<file path="config.mk">
export PLATFORM = sky130hd
export DESIGN_NAME = calendar_date_adder
export DESIGN_NICKNAME = d
export VERILOG_FILES = /design/src/sv/cda_pkg.sv /design/src/sv/cda_ctrl.sv /design/src/sv/cda_dp.sv /design/src/sv/calendar_date_adder.sv
export SDC_FILE = /design/constraint.sdc
export NUM_CORES = 1
export LEC_CHECK = 0
export BUFFER_PORTS_ARGS = -buffer_cell sky130_fd_sc_hd__buf_2
export CORE_AREA = 2 2 355 216
export DETAILED_ROUTE_END_ITERATION = 10
export DIE_AREA = 0 0 357 218
export GPL_TIMING_DRIVEN = 0
export PLACE_DENSITY = 0.51
export SLEW_MARGIN = 10
export SYNTH_ARGS = -nofsm -noshare
export SYNTH_HDL_FRONTEND = slang
export SYNTH_HIERARCHICAL = 1
export SYNTH_SLANG_ARGS = --single-unit
</file>
<file path="constraint.sdc">
create_clock -name clk_i -period 8.1 [get_ports clk_i]
set_input_delay 1.215 -clock clk_i [delete_from_list [all_inputs] [get_ports clk_i]]
set_output_delay 1.215 -clock clk_i [all_outputs]
set_load 0.01 [all_outputs]
</file>
<file path="src/sv/cda_pkg.sv">
package cda_pkg;

  // field widths
  localparam int YEAR_W   = 14;
  localparam int MONTH_W  = 4;
  localparam int DAY_W    = 5;
  localparam int WDAY_W   = 3;
  localparam int AMT_W    = 16;
  localparam int KIND_W   = 2;

  // internal widths
  localparam int DW       = 17;  // signed running day count
  localparam int CENT_W   = 8;   // year / 100
  localparam int REM100_W = 7;   // year % 100
  localparam int YLEN_W   = 9;   // 365 or 366
  localparam int MT_W     = 17;  // biased month total
  localparam int Q12_W    = 13;
  localparam int ZS_W     = 11;  // zeller sum before mod 7
  localparam int ZQ_W     = 9;

  localparam int MAX_YEAR_DEF    = 9999;
  localparam int START_YEAR_RST  = 2000;
  localparam int START_MONTH_RST = 1;
  localparam int START_DAY_RST   = 1;

  // reciprocal constants for division by 100, 12 and 7
  localparam int RC100_W  = 13;
  localparam int RECIP100 = 5243;
  localparam int SHIFT100 = 19;
  localparam int RC12_W   = 18;
  localparam int RECIP12  = 174763;
  localparam int SHIFT12  = 21;
  localparam int RC7_W    = 14;
  localparam int RECIP7   = 9363;
  localparam int SHIFT7   = 16;

  // bias in whole years that keeps the month total non-negative
  localparam int MON_BIAS = 2731;

  typedef enum logic [KIND_W-1:0] {
    KIND_DAYS   = 2'd0,
    KIND_MONTHS = 2'd1,
    KIND_YEARS  = 2'd2,
    KIND_RELOAD = 2'd3
  } cda_kind_e;

  typedef enum logic [3:0] {
    OP_NONE,
    OP_LOAD,
    OP_WALK,
    OP_MON_MUL,
    OP_MON_FIX,
    OP_YR_CHK,
    OP_SPLIT_MUL,
    OP_SPLIT_FIX,
    OP_CLAMP,
    OP_ZSUM,
    OP_ZMUL,
    OP_EMIT
  } cda_op_e;

  typedef struct packed {
    logic walk_done;
    logic walk_fail;
    logic year_bad;
  } cda_sts_t;

  // leap year from year / 100 and year % 100 (year % 4 equals rem % 4)
  function automatic logic cda_leap(input logic [CENT_W-1:0] cent,
                                    input logic [REM100_W-1:0] rem);
    cda_leap = (rem[1:0] == 2'b00) && ((rem != '0) || (cent[1:0] == 2'b00));
  endfunction

  function automatic logic [DAY_W-1:0] cda_month_len(input logic [MONTH_W-1:0] m,
                                                     input logic leap);
    unique case (m)
      4'd2:                      cda_month_len = leap ? 5'd29 : 5'd28;
      4'd4, 4'd6, 4'd9, 4'd11:   cda_month_len = 5'd30;
      default:                   cda_month_len = 5'd31;
    endcase
  endfunction

  // floor(13 * (m + 1) / 5) with january and february as months 13 and 14
  function automatic logic [5:0] cda_zeller_mterm(input logic [MONTH_W-1:0] m);
    unique case (m)
      4'd1:    cda_zeller_mterm = 6'd36;
      4'd2:    cda_zeller_mterm = 6'd39;
      4'd3:    cda_zeller_mterm = 6'd10;
      4'd4:    cda_zeller_mterm = 6'd13;
      4'd5:    cda_zeller_mterm = 6'd15;
      4'd6:    cda_zeller_mterm = 6'd18;
      4'd7:    cda_zeller_mterm = 6'd20;
      4'd8:    cda_zeller_mterm = 6'd23;
      4'd9:    cda_zeller_mterm = 6'd26;
      4'd10:   cda_zeller_mterm = 6'd28;
      4'd11:   cda_zeller_mterm = 6'd31;
      4'd12:   cda_zeller_mterm = 6'd33;
      default: cda_zeller_mterm = 6'd0;
    endcase
  endfunction

endpackage

</file>
<file path="src/sv/cda_ctrl.sv">
module cda_ctrl import cda_pkg::*; (
  input  logic      clk_i,
  input  logic      rst_ni,
  input  logic      in_valid_i,
  input  cda_kind_e kind_i,
  output logic      in_stall_o,
  output logic      out_valid_o,
  input  logic      out_stall_i,
  input  cda_sts_t  sts_i,
  output cda_op_e   op_o
);

  typedef enum logic [3:0] {
    S_IDLE,
    S_WALK,
    S_MON_MUL,
    S_MON_FIX,
    S_YR_CHK,
    S_SPLIT_MUL,
    S_SPLIT_FIX,
    S_CLAMP,
    S_ZSUM,
    S_ZMUL,
    S_EMIT
  } state_e;

  state_e state_q, state_d;
  logic   out_valid_q, out_valid_d;
  logic   out_free;

  assign out_free    = !out_valid_q || !out_stall_i;
  assign in_stall_o  = (state_q != S_IDLE);
  assign out_valid_o = out_valid_q;

  // sequencing of one word through the datapath
  always_comb begin
    state_d     = state_q;
    op_o        = OP_NONE;
    out_valid_d = out_valid_q && out_stall_i;
    unique case (state_q)
      S_IDLE: begin
        if (in_valid_i) begin
          op_o = OP_LOAD;
          unique case (kind_i)
            KIND_DAYS:   state_d = S_WALK;
            KIND_MONTHS: state_d = S_MON_MUL;
            KIND_YEARS:  state_d = S_YR_CHK;
            KIND_RELOAD: state_d = S_SPLIT_MUL;
          endcase
        end
      end
      S_WALK: begin
        op_o = OP_WALK;
        if (sts_i.walk_done || sts_i.walk_fail) begin
          state_d = S_ZSUM;
        end
      end
      S_MON_MUL: begin
        op_o    = OP_MON_MUL;
        state_d = S_MON_FIX;
      end
      S_MON_FIX: begin
        op_o    = OP_MON_FIX;
        state_d = S_YR_CHK;
      end
      S_YR_CHK: begin
        op_o    = OP_YR_CHK;
        state_d = sts_i.year_bad ? S_ZSUM : S_SPLIT_MUL;
      end
      S_SPLIT_MUL: begin
        op_o    = OP_SPLIT_MUL;
        state_d = S_SPLIT_FIX;
      end
      S_SPLIT_FIX: begin
        op_o    = OP_SPLIT_FIX;
        state_d = S_CLAMP;
      end
      S_CLAMP: begin
        op_o    = OP_CLAMP;
        state_d = S_ZSUM;
      end
      S_ZSUM: begin
        op_o    = OP_ZSUM;
        state_d = S_ZMUL;
      end
      S_ZMUL: begin
        op_o    = OP_ZMUL;
        state_d = S_EMIT;
      end
      S_EMIT: begin
        if (out_free) begin
          op_o        = OP_EMIT;
          out_valid_d = 1'b1;
          state_d     = S_IDLE;
        end
      end
      default: state_d = S_IDLE;
    endcase
  end

  // state and output valid
  always_ff @(posedge clk_i or negedge rst_ni) begin
    if (!rst_ni) begin
      state_q     <= S_IDLE;
      out_valid_q <= 1'b0;
    end else begin
      state_q     <= state_d;
      out_valid_q <= out_valid_d;
    end
  end

endmodule

</file>
<file path="src/sv/cda_dp.sv">
module cda_dp import cda_pkg::*; #(
  parameter int MAX_YEAR = MAX_YEAR_DEF
) (
  input  logic                     clk_i,
  input  logic                     rst_ni,
  input  cda_op_e                  op_i,
  input  cda_kind_e                kind_i,
  input  logic signed [AMT_W-1:0]  amount_i,
  input  logic [YEAR_W-1:0]        start_year_i,
  input  logic [MONTH_W-1:0]       start_month_i,
  input  logic [DAY_W-1:0]         start_day_i,
  output cda_sts_t                 sts_o,
  output logic [YEAR_W-1:0]        out_year_o,
  output logic [MONTH_W-1:0]       out_month_o,
  output logic [DAY_W-1:0]         out_day_o,
  output logic [WDAY_W-1:0]        weekday_o,
  output logic                     range_error_o
);

  localparam int RST_YEAR = (START_YEAR_RST < MAX_YEAR) ? START_YEAR_RST : MAX_YEAR;
  localparam logic [YEAR_W-1:0]   MAX_Y     = YEAR_W'(MAX_YEAR);
  localparam logic [YEAR_W-1:0]   MIN_Y     = YEAR_W'(1);
  localparam logic signed [DW-1:0] MAX_Y_S  = DW'(MAX_YEAR);
  localparam logic signed [DW-1:0] ONE_S    = DW'(1);
  localparam logic signed [DW-1:0] DEC_LEN_S = DW'(31);
  localparam logic signed [DW-1:0] BIAS_S   = DW'(MON_BIAS);
  localparam logic [MT_W-1:0]     MT_BIAS   = MT_W'(MON_BIAS * 12);
  localparam logic [MONTH_W-1:0]  JAN       = MONTH_W'(1);
  localparam logic [MONTH_W-1:0]  FEB       = MONTH_W'(2);
  localparam logic [MONTH_W-1:0]  DEC       = MONTH_W'(12);
  localparam logic [REM100_W-1:0] REM_TOP   = REM100_W'(99);

  // committed date with its century split
  logic [YEAR_W-1:0]   cur_year_q;
  logic [MONTH_W-1:0]  cur_month_q;
  logic [DAY_W-1:0]    cur_day_q;
  logic [CENT_W-1:0]   cur_cent_q;
  logic [REM100_W-1:0] cur_rem_q;

  // working copy
  logic [YEAR_W-1:0]    wy_q;
  logic [MONTH_W-1:0]   wm_q;
  logic signed [DW-1:0] wd_q;
  logic [CENT_W-1:0]    wc_q;
  logic [REM100_W-1:0]  wr_q;
  logic signed [DW-1:0] ny_q;
  logic [MT_W-1:0]      mt_q;
  logic [Q12_W-1:0]     q12_q;
  logic [CENT_W-1:0]    p100_q;
  logic                 err_q;
  logic [ZS_W-1:0]      zsum_q;
  logic [ZQ_W-1:0]      zq_q;

  logic [YEAR_W-1:0]   out_year_q;
  logic [MONTH_W-1:0]  out_month_q;
  logic [DAY_W-1:0]    out_day_q;
  logic [WDAY_W-1:0]   weekday_q;
  logic                range_error_q;

  // year step helpers on the working split
  logic [CENT_W-1:0]   wc_inc, wc_dec, cc_prev;
  logic [REM100_W-1:0] wr_inc, wr_dec, cr_prev;
  logic                lp_cur, lp_next, lp_prev;
  logic [DAY_W-1:0]    ml_cur, ml_prev;
  logic [YLEN_W-1:0]   ylen_fwd, ylen_bwd;
  logic signed [DW-1:0] ml_s, ml_prev_s, yf_s, yb_s, yb_sum;
  logic                go_fwd, go_bwd, jump_fwd, jump_bwd, at_max, at_min;
  logic                walk_done, walk_fail, year_bad;

  // load, month and split helpers
  logic [YEAR_W-1:0]    sy;
  logic [MONTH_W-1:0]   sm;
  logic signed [DW-1:0] cur_day_s, amt_s, ny_load, ny_mon;
  logic [MT_W-1:0]      mt_load, mt_rem;
  logic [MT_W+RC12_W-1:0]    prod12;
  logic [YEAR_W+RC100_W-1:0] prod100;
  logic [YEAR_W-1:0]    rem100_full;
  logic [DAY_W-1:0]     len_w, wd_clamped;
  logic signed [DW-1:0] len_s;

  // zeller helpers
  logic [CENT_W-1:0]        zj;
  logic [REM100_W-1:0]      zk;
  logic [ZS_W-1:0]          zsum_d, wday_full;
  logic [ZS_W+RC7_W-1:0]    prod7;

  // neighbouring years of the working split, and the year before the committed date
  always_comb begin
    if (wr_q == REM_TOP) begin
      wc_inc = wc_q + CENT_W'(1);
      wr_inc = '0;
    end else begin
      wc_inc = wc_q;
      wr_inc = wr_q + REM100_W'(1);
    end
    if (wr_q == '0) begin
      wc_dec = wc_q - CENT_W'(1);
      wr_dec = REM_TOP;
    end else begin
      wc_dec = wc_q;
      wr_dec = wr_q - REM100_W'(1);
    end
    if (cur_rem_q == '0) begin
      cc_prev = cur_cent_q - CENT_W'(1);
      cr_prev = REM_TOP;
    end else begin
      cc_prev = cur_cent_q;
      cr_prev = cur_rem_q - REM100_W'(1);
    end
  end

  // one step of the day walk: a whole year when it fits, else a month; also the year range check
  always_comb begin
    lp_cur    = cda_leap(wc_q, wr_q);
    lp_next   = cda_leap(wc_inc, wr_inc);
    lp_prev   = cda_leap(wc_dec, wr_dec);
    ml_cur    = cda_month_len(wm_q, lp_cur);
    ml_prev   = cda_month_len(wm_q - MONTH_W'(1), lp_cur);
    ylen_fwd  = YLEN_W'(365) + YLEN_W'((wm_q <= FEB) ? lp_cur : lp_next);
    ylen_bwd  = YLEN_W'(365) + YLEN_W'((wm_q > FEB) ? lp_cur : lp_prev);
    ml_s      = $signed({{(DW-DAY_W){1'b0}}, ml_cur});
    ml_prev_s = $signed({{(DW-DAY_W){1'b0}}, ml_prev});
    yf_s      = $signed({{(DW-YLEN_W){1'b0}}, ylen_fwd});
    yb_s      = $signed({{(DW-YLEN_W){1'b0}}, ylen_bwd});
    yb_sum    = wd_q + yb_s;
    go_fwd    = wd_q > ml_s;
    go_bwd    = wd_q < ONE_S;
    jump_fwd  = wd_q > yf_s;
    jump_bwd  = yb_sum < ONE_S;
    at_max    = (wy_q == MAX_Y);
    at_min    = (wy_q == MIN_Y);
    walk_done = !go_fwd && !go_bwd;
    walk_fail = (go_fwd && at_max && (jump_fwd || (wm_q == DEC))) ||
                (go_bwd && at_min && (jump_bwd || (wm_q == JAN)));
    year_bad  = (ny_q < ONE_S) || (ny_q > MAX_Y_S);
  end

  assign sts_o = '{walk_done: walk_done, walk_fail: walk_fail, year_bad: year_bad};

  // start date clamp and item load values
  always_comb begin
    if (start_year_i == '0) begin
      sy = MIN_Y;
    end else if (start_year_i > MAX_Y) begin
      sy = MAX_Y;
    end else begin
      sy = start_year_i;
    end
    if (start_month_i == '0) begin
      sm = JAN;
    end else if (start_month_i > DEC) begin
      sm = DEC;
    end else begin
      sm = start_month_i;
    end
    cur_day_s = $signed({{(DW-DAY_W){1'b0}}, cur_day_q});
    amt_s     = $signed({{(DW-AMT_W){amount_i[AMT_W-1]}}, amount_i});
    ny_load   = $signed({{(DW-YEAR_W){1'b0}}, cur_year_q}) + amt_s;
    mt_load   = MT_W'(cur_month_q) - MT_W'(1) + MT_BIAS + MT_W'(amt_s);
  end

  // month total split by 12, year split by 100, day clamp
  always_comb begin
    prod12      = MT_W'(mt_q) * RC12_W'(RECIP12);
    mt_rem      = mt_q - MT_W'({q12_q, 3'b000}) - MT_W'({q12_q, 2'b00});
    ny_mon      = $signed({{(DW-YEAR_W){1'b0}}, cur_year_q}) +
                  $signed({{(DW-Q12_W){1'b0}}, q12_q}) - BIAS_S;
    prod100     = YEAR_W'(wy_q) * RC100_W'(RECIP100);
    rem100_full = wy_q - YEAR_W'({p100_q, 6'b0}) - YEAR_W'({p100_q, 5'b0}) -
                  YEAR_W'({p100_q, 2'b0});
    len_w       = cda_month_len(wm_q, lp_cur);
    len_s       = $signed({{(DW-DAY_W){1'b0}}, len_w});
    if (wd_q < ONE_S) begin
      wd_clamped = DAY_W'(1);
    end else if (wd_q > len_s) begin
      wd_clamped = len_w;
    end else begin
      wd_clamped = wd_q[DAY_W-1:0];
    end
  end

  // zeller congruence, january and february count in the year before
  always_comb begin
    zj = (cur_month_q <= FEB) ? cc_prev : cur_cent_q;
    zk = (cur_month_q <= FEB) ? cr_prev : cur_rem_q;
    zsum_d = ZS_W'(cur_day_q) + ZS_W'(cda_zeller_mterm(cur_month_q)) + ZS_W'(zk) +
             ZS_W'(zk[REM100_W-1:2]) + ZS_W'(zj[CENT_W-1:2]) +
             ZS_W'({zj, 2'b00}) + ZS_W'(zj);
    prod7     = ZS_W'(zsum_q) * RC7_W'(RECIP7);
    wday_full = zsum_q - ZS_W'({zq_q, 3'b000}) + ZS_W'(zq_q);
  end

  // committed date
  always_ff @(posedge clk_i or negedge rst_ni) begin
    if (!rst_ni) begin
      cur_year_q  <= YEAR_W'(RST_YEAR);
      cur_month_q <= MONTH_W'(START_MONTH_RST);
      cur_day_q   <= DAY_W'(START_DAY_RST);
      cur_cent_q  <= CENT_W'(RST_YEAR / 100);
      cur_rem_q   <= REM100_W'(RST_YEAR % 100);
    end else if ((op_i == OP_WALK && walk_done) || op_i == OP_CLAMP) begin
      cur_year_q  <= wy_q;
      cur_month_q <= wm_q;
      cur_day_q   <= (op_i == OP_CLAMP) ? wd_clamped : wd_q[DAY_W-1:0];
      cur_cent_q  <= wc_q;
      cur_rem_q   <= wr_q;
    end
  end

  // working registers and result word
  always_ff @(posedge clk_i) begin
    unique case (op_i)
      OP_LOAD: begin
        wy_q  <= cur_year_q;
        wm_q  <= cur_month_q;
        wc_q  <= cur_cent_q;
        wr_q  <= cur_rem_q;
        err_q <= 1'b0;
        ny_q  <= ny_load;
        mt_q  <= mt_load;
        unique case (kind_i)
          KIND_DAYS:               wd_q <= cur_day_s + amt_s;
          KIND_MONTHS, KIND_YEARS: wd_q <= cur_day_s;
          KIND_RELOAD: begin
            wy_q <= sy;
            wm_q <= sm;
            wd_q <= $signed({{(DW-DAY_W){1'b0}}, start_day_i});
          end
        endcase
      end
      OP_WALK: begin
        if (walk_fail) begin
          err_q <= 1'b1;
        end else if (!walk_done) begin
          if (go_fwd) begin
            if (jump_fwd) begin
              wy_q <= wy_q + YEAR_W'(1);
              wc_q <= wc_inc;
              wr_q <= wr_inc;
              wd_q <= wd_q - yf_s;
            end else begin
              wd_q <= wd_q - ml_s;
              if (wm_q == DEC) begin
                wm_q <= JAN;
                wy_q <= wy_q + YEAR_W'(1);
                wc_q <= wc_inc;
                wr_q <= wr_inc;
              end else begin
                wm_q <= wm_q + MONTH_W'(1);
              end
            end
          end else begin
            if (jump_bwd) begin
              wy_q <= wy_q - YEAR_W'(1);
              wc_q <= wc_dec;
              wr_q <= wr_dec;
              wd_q <= yb_sum;
            end else if (wm_q == JAN) begin
              wm_q <= DEC;
              wy_q <= wy_q - YEAR_W'(1);
              wc_q <= wc_dec;
              wr_q <= wr_dec;
              wd_q <= wd_q + DEC_LEN_S;
            end else begin
              wm_q <= wm_q - MONTH_W'(1);
              wd_q <= wd_q + ml_prev_s;
            end
          end
        end
      end
      OP_MON_MUL: q12_q <= prod12[SHIFT12 +: Q12_W];
      OP_MON_FIX: begin
        ny_q <= ny_mon;
        wm_q <= mt_rem[MONTH_W-1:0] + MONTH_W'(1);
      end
      OP_YR_CHK: begin
        if (year_bad) begin
          err_q <= 1'b1;
        end else begin
          wy_q <= ny_q[YEAR_W-1:0];
        end
      end
      OP_SPLIT_MUL: p100_q <= prod100[SHIFT100 +: CENT_W];
      OP_SPLIT_FIX: begin
        wc_q <= p100_q;
        wr_q <= rem100_full[REM100_W-1:0];
      end
      OP_ZSUM: zsum_q <= zsum_d;
      OP_ZMUL: zq_q <= prod7[SHIFT7 +: ZQ_W];
      OP_EMIT: begin
        out_year_q    <= cur_year_q;
        out_month_q   <= cur_month_q;
        out_day_q     <= cur_day_q;
        weekday_q     <= wday_full[WDAY_W-1:0];
        range_error_q <= err_q;
      end
      default: ;
    endcase
  end

  assign out_year_o    = out_year_q;
  assign out_month_o   = out_month_q;
  assign out_day_o     = out_day_q;
  assign weekday_o     = weekday_q;
  assign range_error_o = range_error_q;

endmodule

</file>
<file path="src/sv/calendar_date_adder.sv">
// Gregorian date adder with weekday.
// Input channel (in_valid_i / in_stall_o): one word is kind_i and amount_i.
// kind 0 adds amount days, 1 adds months, 2 adds years, 3 reloads the start
// date from the registers. Output channel (out_valid_o / out_stall_i): one
// word per input word with the date after the operation, its weekday
// (0 saturday .. 6 friday) and range_error_o when the result would leave
// years 1 to MAX_YEAR, in which case the date is kept.
// Each word runs through the control states: reload splits the year, clamps
// the day and computes the weekday; add years checks the year first; add
// months first splits the month total by 12; add days walks the date. The day
// walk moves one year or one month per cycle.
// One word is in work at a time; the next is taken the cycle after the
// result lands in the output register, even while that result is stalled.
// A stalled result holds its register; a finished word waits for it.
// Reset loads the start registers' reset date (2000-01-01, year held to
// MAX_YEAR). Register writes over the APB port change only the start
// registers; the date follows them on the next reload word.
module calendar_date_adder import cda_pkg::*; #(
  parameter int MAX_YEAR = MAX_YEAR_DEF
) (
  input  logic                     clk_i,
  input  logic                     rst_ni,
  input  logic                     in_valid_i,
  output logic                     in_stall_o,
  input  logic [KIND_W-1:0]        kind_i,
  input  logic signed [AMT_W-1:0]  amount_i,
  output logic                     out_valid_o,
  input  logic                     out_stall_i,
  output logic [YEAR_W-1:0]        out_year_o,
  output logic [MONTH_W-1:0]       out_month_o,
  output logic [DAY_W-1:0]         out_day_o,
  output logic [WDAY_W-1:0]        weekday_o,
  output logic                     range_error_o,
  input  logic                     psel,
  input  logic                     penable,
  input  logic                     pwrite,
  input  logic [3:0]               paddr,
  input  logic [31:0]              pwdata,
  output logic [31:0]              prdata,
  output logic                     pready
);

  localparam logic [1:0] REG_START_YEAR  = 2'd0;
  localparam logic [1:0] REG_START_MONTH = 2'd1;
  localparam logic [1:0] REG_START_DAY   = 2'd2;

  logic [YEAR_W-1:0]  start_year_q;
  logic [MONTH_W-1:0] start_month_q;
  logic [DAY_W-1:0]   start_day_q;
  logic               cfg_wr;
  cda_op_e            op;
  cda_sts_t           sts;

  assign pready = 1'b1;
  assign cfg_wr = psel && penable && pwrite;

  // start date registers
  always_ff @(posedge clk_i or negedge rst_ni) begin
    if (!rst_ni) begin
      start_year_q  <= YEAR_W'(START_YEAR_RST);
      start_month_q <= MONTH_W'(START_MONTH_RST);
      start_day_q   <= DAY_W'(START_DAY_RST);
    end else if (cfg_wr) begin
      unique case (paddr[3:2])
        REG_START_YEAR:  start_year_q  <= pwdata[YEAR_W-1:0];
        REG_START_MONTH: start_month_q <= pwdata[MONTH_W-1:0];
        REG_START_DAY:   start_day_q   <= pwdata[DAY_W-1:0];
        default: ;
      endcase
    end
  end

  // register read back
  always_comb begin
    unique case (paddr[3:2])
      REG_START_YEAR:  prdata = 32'(start_year_q);
      REG_START_MONTH: prdata = 32'(start_month_q);
      REG_START_DAY:   prdata = 32'(start_day_q);
      default:         prdata = '0;
    endcase
  end

  cda_ctrl u_ctrl (
    .clk_i       (clk_i),
    .rst_ni      (rst_ni),
    .in_valid_i  (in_valid_i),
    .kind_i      (cda_kind_e'(kind_i)),
    .in_stall_o  (in_stall_o),
    .out_valid_o (out_valid_o),
    .out_stall_i (out_stall_i),
    .sts_i       (sts),
    .op_o        (op)
  );

  cda_dp #(
    .MAX_YEAR (MAX_YEAR)
  ) u_dp (
    .clk_i         (clk_i),
    .rst_ni        (rst_ni),
    .op_i          (op),
    .kind_i        (cda_kind_e'(kind_i)),
    .amount_i      (amount_i),
    .start_year_i  (start_year_q),
    .start_month_i (start_month_q),
    .start_day_i   (start_day_q),
    .sts_o         (sts),
    .out_year_o    (out_year_o),
    .out_month_o   (out_month_o),
    .out_day_o     (out_day_o),
    .weekday_o     (weekday_o),
    .range_error_o (range_error_o)
  );

endmodule

</file>
==> impl_metrics.yaml, run 1 <==
clocking:
  post-cts-setup-buffer-count: 0
  cts_max_level: 1
  clk_path_buf_depth: 3
  root_buffer: "clkbuf_16"
  cts_tree: "done"
  insertion_delay_ns: 0.57
  clk_pin_slew_ns: 0.07
  cts_buffers: 24
  cts_sinks: 213
  cts_hold_buffers: 0
  ctsResizeCount: 0
synth:
  synthesis.yosys.warnings: 6
  synthArstFlopShare_pct: 30.99
  ys_seq_area_share_pct: 23.50
  synth.top_cells.by_count: "447 x inv_1, 444 x ha_1, 200 x fa_1"
  synth_ff_type: "edfxtp_1"
  ys_top_cells_by_area: "ha_1 21%, edfxtp_1 17%, fa_1 15%, inv_1 6.5%, dfrtp_1 4.6%"
  yosys.cell_count.top_type: "inv_1"
  netlist_area_mm2: 0.02591
  synth_top_family_by_area: "adder cells"
  synth_compound_area_share_pct: 12.44
  avgSynthCellArea_um2: 9.739
  synth-simple-area-share_pct: 10.42
  synthAdderAreaFrac_pct: 36.90
  synth-seq-cells: 213
  synth.distinct_cells: 99
  synth_top_area_share_pct: 21.44
  synth_top_area_cell: "ha_1"
  synth_enable_flop_cells: 147
  synth_mux_area_share_pct: 3.091
  synth-xor-area-share_pct: 4.868
  synth_cells: 2660
floorplanning:
  die-area_mm2: 0.07783
  row_count: 78
  start_util_pct: 34.65
  die_w_um: 357
  die_y_um: 218
  coreArea_mm2: 0.07476
  io_pins: 123
final_layout:
  antennaDiodeCount: 0
  area_delta_synth_final_pct: 10.24
  stdcell_area_mm2: 0.02856
  seqCellArea_mm2: 0.006088
  drive_above_1_share_pct: 9.437
  layout.nets: 3495
  n_fill_cell: 7471
  multi_input_area_mm2: 0.01764
global_route:
  grt_max_degree: 59
  grt_overflow_total: 0
  grt_pass1_wl_um: 121700
  first_global_vias: 19826
  track_usage_pct: 20.44
  antenna_found_initial: 2
critical_path:
  cp_max_fo: 10
  crit_path_start_kind: "flip-flop"
  critical_path_class: "flip-flop to flip-flop"
  crit_path_end_kind: "flip-flop"
  crit_arrival_ns: 7.67
  cp_data_required_time_ns: 8.28
routing:
  drt_pass1_iterations: 6
  routedWlPerCell_um: 20.65
  vias_per_cell: 5.277
  drc: 0
  wl_um: 78640
  route.vias.total: 20096
  ant_nets: 0
  drt_iter0_markers: 1859
timing:
  hold_viol_final: 0
  drv_slew: 0
  rsz0062_at_grt: "false"
  finalSetupViolCount: 0
  fin_crit_ns: 7.491
  slew_headroom_pct: 11.21
  period_share_pct: 92.48
  tightestPinTransition_ns: 1.318
  tns_ns: 0
  fin_skew_ns: 0.01964
  fmax_mhz: 133.5
min_path:
  hold_path.class: "input port to async pin"
place:
  dp_hpwl_um: 65270
  placed_area_mm2: 0.02774
  portBuffers: 81
  gp_congestion: 0.9411
run:
  drv_cap: 0
status:
  run_status: "finished, final reports clean"
==> final timing paths <==
path | start | endpoint | slack, ns | cells after the start
max in group asynchronous | rst_ni | start_year_q[8] | 7.01 | 2
max | u_dp/wr_q[1] | u_dp/wr_q[4] | 0.61 | 18
min reg2reg | u_dp/err_q | u_dp/range_error_o | 0.53 | 0
max reg2reg | u_dp/wr_q[1] | u_dp/wr_q[4] | 0.61 | 18
min | rst_ni | u_dp/cur_rem_q[6] | 0.48 | 1
min in group clk_i | u_dp/err_q | u_dp/range_error_o | 0.53 | 0
==> logic make-up after synthesis <==
kind of cell	after synthesis
other	2
AO/OA/AOI/OAI	500
XOR/XNOR	144
AND/OR/NAND/NOR	539
multiplexers	66
flip-flops	213
adder cells (fa/ha/maj)	644
buffers and inverters	552
==> flip-flops by register name (all words and copies together), names as in the netlist, 5 cells and up <==
name	count
u_dp/mt_q	17
u_dp/ny_q	17
u_dp/wd_q	17
start_year_q	14
u_dp/cur_year_q	14
u_dp/out_year_o	14
u_dp/wy_q	14
u_dp/q12_q	13
u_dp/zsum_q	11
u_dp/cur_cent_q	8
u_dp/p100_q	8
u_dp/wc_q	8
u_dp/cur_rem_q	7
u_dp/wr_q	7
start_day_q	5
u_dp/cur_day_q	5
u_dp/out_day_o	5
==> cells in the final DEF, fill, tap and decap left out, types with 10 or more instances in the layout <==
cell type and count:
nand4_1 23, nand2_1 145, mux2_2 17, or3_1 18
o221ai_1 16, conb_1 19, a21oi_1 114, o31ai_1 13
mux2i_1 26, dfrtp_1 48, buf_2 89, mux2_4 21
a31oi_1 21, dfstp_2 18, a21o_1 19, nor2_1 124
clkbuf_16 27, nand2b_1 15, nor3_1 47, nand3_1 53
and2_1 20, o21bai_1 17, edfxtp_1 147, nor4_1 17
nor2b_1 12, a221o_1 10, clkbuf_1 59, inv_1 447
o21ai_0 140, xor2_1 48, buf_4 29, and3_1 16
o211ai_1 14, ha_1 444, xnor2_1 96, a22oi_1 24
fa_1 200, o21a_1 10, o22ai_1 19
==> routing by layer <==
metal	vias to the layer above	part of all wire, %	routed length (um)	GRT usage, %
met5	-	0	0	0
met4	0	1.1	884	2.311
met3	61	8.9	7027	4.845
met2	722	38	29540	27.34
met1	9925	52	41190	33.16
li1	9388	-	-	-
==> critical path: stages (launching register included) <==
cell,delay [ns]
edfxtp_1,0.35
clkbuf_1,0.29
inv_1,0.18
ha_1,0.32
or2_2,0.32
o21ai_0,0.15
a22oi_1,0.16
o41ai_1,0.78
mux2i_1,0.46
ha_1,0.40
a21oi_1,0.51
a21boi_0,0.32
o221a_2,0.33
nor4_1,0.57
a41oi_2,0.38
buf_2,0.34
nand3_1,0.14
a41oi_2,0.23
a21oi_1,0.86
==> layout make-up <==
class / count / share of cell area (%)
inverters: 447 / 5.875
flip-flops and latches: 213 / 21.32
plain buffers: 105 / 2.064
repair buffers: 87 / 1.744
well taps: 1000 / 4.381
multi-input cells: 1912 / 61.78
clock buffers: 32 / 2.467
clock inverters: 12 / 0.3680
==> per-stage QoR <==
stage / hold WS (ns) / setup WS [ns] / util (%) / cells
5_1_grt: 0.4645 / 0.4863 / 38.20 / 3808
3_5_place_dp: 0.5125 / 1.062 / 37.10 / 3763
3_3_place_gp: 0.5079 / 0.07673 / 36.96 / 3758
4_1_cts: 0.4603 / 1.017 / 38.19 / 3807
6_report: 0.4818 / 0.6091 / 38.20 / 3808
2_1_floorplan: 0.4003 / 2.067 / - / 2677
Power of run 1 is not shown: default switching activity piles up to over one toggle a cycle in this logic, so the estimate is an artifact.
==> run 2, diff against run 1 <==
--- a/config.mk
+++ b/config.mk
@@ -7,10 +7,12 @@
 export LEC_CHECK = 0
 export BUFFER_PORTS_ARGS = -buffer_cell sky130_fd_sc_hd__buf_2
 export CORE_AREA = 2 2 355 216
+export CTS_BUF_LIST = sky130_fd_sc_hd__clkbuf_4 sky130_fd_sc_hd__clkbuf_8
 export DETAILED_ROUTE_END_ITERATION = 10
 export DIE_AREA = 0 0 357 218
 export GPL_TIMING_DRIVEN = 0
 export PLACE_DENSITY = 0.51
+export SETUP_SLACK_MARGIN = 0.15
 export SLEW_MARGIN = 10
 export SYNTH_ARGS = -nofsm -noshare
 export SYNTH_HDL_FRONTEND = slang
==> constraint.sdc (replaced) <==
create_clock -name clk_i -period 8.1 [get_ports clk_i]
set_input_delay 1.215 -clock clk_i [delete_from_list [all_inputs] [get_ports clk_i]]
set_output_delay 1.215 -clock clk_i [all_outputs]
set_load 0.1 [all_outputs]
==> impl_metrics.yaml, run 2 (same netlist as run 1, synthesis figures left out) <==
status:
  run_status: "finished, final reports clean"
routing:
  vias_per_cell: 5.305
  routedWlPerCell_um: 20.64
  drt_iter0_markers: 1937
  drt_pass1_iterations: 9
  ant_nets: 0
  drc: 0
  wl_um: 79150
  route.vias.total: 20338
run:
  drv_cap: 0
final_layout:
  antennaDiodeCount: 0
  multi_input_area_mm2: 0.01764
  n_fill_cell: 7480
  area_delta_synth_final_pct: 10.38
  layout.nets: 3509
  reg.largest.list: "u_dp/mt_q (17), u_dp/ny_q (17), u_dp/wd_q (17)"
  seqCellArea_mm2: 0.006088
  drive_above_1_share_pct: 10.13
  fin_cells: 3834
  final_cell_mix: "447 x inv_1, 444 x ha_1, 200 x fa_1"
  layout_commonest_cell: "inv_1"
critical_path:
  crit_path_end_kind: "flip-flop"
  cp_data_required_time_ns: 8.35
  timing.rr.start: "u_dp/wr_q[1]"
  worstRegToRegCells: 18
  cp_max_fo: 10
  path_cells: "clkbuf_1 -> inv_1 -> ha_1 -> or2_2 -> o21ai_0 -> a22oi_1 -> o41ai_1 -> mux2i_1 -> ha_1 -> a21oi_1 -> a21boi_0 -> o221a_2 -> nor4_1 -> a41oi_2 -> buf_2 -> nand3_1 -> a41oi_2 -> a21oi_1"
  crit_arrival_ns: 7.68
  rrSetupSlack_ns: 0.67
  critical_path_class: "flip-flop to flip-flop"
  r2r-end: "u_dp/wr_q[5]"
  crit_path_start_kind: "flip-flop"
  slowest_delay_ns: 0.88
  crit_slowest_cell: "a21oi_1"
floorplanning:
  io_pins: 123
  die_w_um: 357
  row_count: 78
  die_y_um: 218
  die-area_mm2: 0.07783
  coreArea_mm2: 0.07476
  start_util_pct: 34.65
global_route:
  grt_overflow_total: 0
  first_global_vias: 20029
  track_usage_pct: 20.59
  antenna_found_initial: 2
  grt_max_degree: 59
  grt_pass1_wl_um: 122500
min_path:
  hold_path.class: "input port to async pin"
clocking:
  cts_buffers: 38
  cts_max_level: 2
  root_buffer: "clkbuf_8"
  ctsResizeCount: 0
  post-cts-setup-buffer-count: 0
  insertion_delay_ns: 0.63
  cts_hold_buffers: 0
  clk_path_buf_depth: 3
  cts_tree: "done"
  cts_sinks: 213
  clk_pin_slew_ns: 0.06
timing:
  rsz0062_at_grt: "false"
  period_share_pct: 91.78
  fin_skew_ns: 0.06977
  hold_viol_final: 0
  fin_crit_ns: 7.434
  fmax_mhz: 134.5
  finalSetupViolCount: 0
  slew_headroom_pct: 10.36
  drv_slew: 0
  tns_ns: 0
  postLayoutSetupSlackWorst_ns: 0.6661
  tightestPinTransition_ns: 1.331
place:
  portBuffers: 81
  place_inst: 3763
  dp_hpwl_um: 65270
  place_ws_ns: 1.062
  gp_congestion: 0.9411
-- run 2: changes by cell type in the layout (fill, tap and decap cells not counted), moves of 2 or more --
cell       previous run  this run
clkinv_1              2        10
clkbuf_16            27         0
clkbuf_1             59        55
clkbuf_8              1        42
bufinv_16             1         4
clkbuf_4              0         7
clkinv_4              2         0
-- run 2: routing by layer --
layer	track usage [%]	vias to the layer above	wire (um)
li1	-	9425	-
met1	33.44	10058	41800
met2	27.25	777	29600
met3	4.812	78	6824
met4	3.039	0	925
met5	0	-	0
-- run 2: final cells by class --
cell class	instances	share of cell area (%)
Multi-Input combinational cell	1912	61.70
Clock inverter	21	0.7569
Timing Repair Buffer	87	1.741
Clock buffer	49	2.205
Inverter	447	5.867
Tap cell	1000	4.375
Buffer	105	2.061
Sequential cell	213	21.29
-- run 2: stage by stage --
stage	utilization [%]	instance area (um2)	hold WS, ns
final	38.25	28600	0.4204
after global routing	38.25	28600	0.3909
after CTS	38.24	28580	0.3856
after detailed placement	37.10	27740	0.5125
after global placement	36.96	27630	0.5079
after floorplan	-	25970	0.4003
-- run 2: worst max-delay path by stage --
stage,startpoint,endpoint,slack [ns],depth (start not counted)
global route,u_dp/wr_q[1],u_dp/wc_q[1],0.48,18
detailed placement,u_dp/wr_q[1],u_dp/wr_q[6],1.06,18
finish,u_dp/wr_q[1],u_dp/wr_q[5],0.67,18
CTS,u_dp/wr_q[1],u_dp/wc_q[1],1.01,18
global placement,u_dp/wr_q[1],u_dp/wd_q[11],0.08,18
floorplan,u_dp/cur_month_q[0],u_dp/zsum_q[9],2.07,24
-- run 2: critical path, delay by kind of cell (launching register included) --
kind | cells | cell delay (ns)
compound gates | 9 | 3.70
buf+inv | 3 | 0.81
simple gates | 3 | 0.98
mux | 1 | 0.46
flops | 1 | 0.35
fa+ha+maj | 2 | 0.73
Power of run 2 is left out for the same reason.
==> run 3, diff against run 2 <==
--- a/config.mk
+++ b/config.mk
@@ -7,7 +7,7 @@
 export LEC_CHECK = 0
 export BUFFER_PORTS_ARGS = -buffer_cell sky130_fd_sc_hd__buf_2
 export CORE_AREA = 2 2 355 216
-export CTS_BUF_LIST = sky130_fd_sc_hd__clkbuf_4 sky130_fd_sc_hd__clkbuf_8
+export CTS_BUF_LIST = sky130_fd_sc_hd__clkbuf_4 sky130_fd_sc_hd__clkbuf_8 sky130_fd_sc_hd__clkbuf_16
 export DETAILED_ROUTE_END_ITERATION = 10
 export DIE_AREA = 0 0 357 218
 export GPL_TIMING_DRIVEN = 0
==> impl_metrics.yaml, run 3 (same netlist as run 1, synthesis figures left out) <==
routing:
  drt_pass1_iterations: 5
  drc: 0
  wl_um: 78660
  ant_nets: 0
  route.vias.total: 20126
  drt_iter0_markers: 1883
  routedWlPerCell_um: 20.66
  vias_per_cell: 5.285
final_layout:
  n_fill_cell: 7470
  seqCellArea_mm2: 0.006088
  drive_above_1_share_pct: 9.580
  multi_input_area_mm2: 0.01764
  area_delta_synth_final_pct: 10.30
  antennaDiodeCount: 0
  layout_commonest_cell: "inv_1"
  final_cell_mix: "447 x inv_1, 444 x ha_1, 200 x fa_1"
  layout.nets: 3495
  reg.largest.list: "u_dp/mt_q (17), u_dp/ny_q (17), u_dp/wd_q (17)"
critical_path:
  critical_path_class: "flip-flop to flip-flop"
  crit_path_end_kind: "flip-flop"
  path_cells: "clkbuf_1 -> inv_1 -> ha_1 -> or2_2 -> o21ai_0 -> a22oi_1 -> o41ai_1 -> mux2i_1 -> ha_1 -> a21oi_1 -> a21boi_0 -> o221a_2 -> nor4_1 -> a41oi_2 -> buf_2 -> nand3_1 -> a41oi_2 -> a21oi_1"
  crit_slowest_cell: "a21oi_1"
  crit_family: "compound AO/OA/AOI/OAI gates"
  rrSetupSlack_ns: 0.64
  slowest_delay_ns: 0.85
  cp_data_required_time_ns: 8.29
  crit_buf_inv: 3
  cp_max_fo: 10
  crit_arrival_ns: 7.65
  crit_path_start_kind: "flip-flop"
global_route:
  antenna_found_initial: 2
  track_usage_pct: 20.44
  first_global_vias: 19828
  grt_pass1_wl_um: 121700
  grt_overflow_total: 0
  grt_max_degree: 59
timing:
  tns_ns: 0
  fin_skew_ns: 0.01626
  slew_headroom_pct: 9.050
  period_share_pct: 92.11
  drv_slew: 0
  fin_crit_ns: 7.461
  finalSetupViolCount: 0
  rsz0062_at_grt: "false"
  hold_viol_final: 0
  tightestPinTransition_ns: 1.354
  fmax_mhz: 134.0
clocking:
  clk_path_buf_depth: 3
  cts_max_level: 1
  insertion_delay_ns: 0.57
  cts_hold_buffers: 0
  cts_sinks: 213
  root_buffer: "clkbuf_16"
  post-cts-setup-buffer-count: 0
  ctsResizeCount: 0
  clk_pin_slew_ns: 0.07
  cts_buffers: 24
  cts_tree: "done"
min_path:
  hold_path.class: "input port to async pin"
floorplanning:
  coreArea_mm2: 0.07476
  row_count: 78
  start_util_pct: 34.65
  io_pins: 123
  die_w_um: 357
  die-area_mm2: 0.07783
  die_y_um: 218
place:
  portBuffers: 81
  dp_hpwl_um: 65270
  gp_congestion: 0.9411
run:
  drv_cap: 0
status:
  run_status: "finished, final reports clean"
==> run 3: changes by cell type in the layout (fill, tap and decap cells not counted) <==
cell	before	now
clkinv_1	10	2
clkbuf_16	0	27
inv_4	0	1
clkbuf_8	42	1
clkinv_4	0	2
clkinvlp_4	2	1
bufinv_16	4	1
clkinv_8	1	0
clkbuf_4	7	4
inv_6	2	3
==> run 3: path summary, 6_finish.rpt <==
path	startpoint	to	depth (start not counted)
max	u_dp/wr_q[1]	u_dp/wr_q[4]	18
min	rst_ni	u_ctrl/state_q[2]	1
max reg2reg	u_dp/wr_q[1]	u_dp/wr_q[4]	18
min reg2reg	u_dp/err_q	u_dp/range_error_o	0
max in group asynchronous	rst_ni	start_year_q[8]	2
min in group clk_i	u_dp/err_q	u_dp/range_error_o	0
==> run 3: routing by layer <==
layer  up-vias  share of wire, %  GRT usage [%]
met3        55               9.1          4.845
met4         0               1.0          2.311
li1       9393                 -              -
met5         -                 0              0
met1      9954                52          33.16
met2       724                38          27.36
==> run 3: per-stage QoR <==
stage / hold slack (ns) / area, um2 / cells / util (%) / setup WS [ns]
6_report: 0.4782 / 28570 / 3808 / 38.22 / 0.6393
5_1_grt: 0.4645 / 28570 / 3808 / 38.22 / 0.4863
4_1_cts: 0.4603 / 28560 / 3807 / 38.21 / 1.017
3_5_place_dp: 0.5125 / 27740 / 3763 / 37.10 / 1.062
3_3_place_gp: 0.5079 / 27630 / 3758 / 36.96 / 0.07673
2_1_floorplan: 0.4003 / 25970 / 2677 / - / 2.067
==> run 3: worst reg2reg max path: cells and delay by family, from the launching register on <==
kind	cells	cell delay (ns)
mux	1	0.47
fa+ha+maj	2	0.73
compound gates	9	3.71
flops	1	0.35
buf+inv	3	0.83
simple gates	3	0.99
==> run 3: final cells by class <==
cell class / count / area share [%]
plain buffers: 105 / 2.062
inverters: 447 / 5.872
multi-input cells: 1912 / 61.75
well taps: 1000 / 4.379
flip-flops and latches: 213 / 21.31
repair buffers: 87 / 1.743
clock buffers: 32 / 2.518
clock inverters: 12 / 0.3678
Power of run 3 is left out for the same reason.
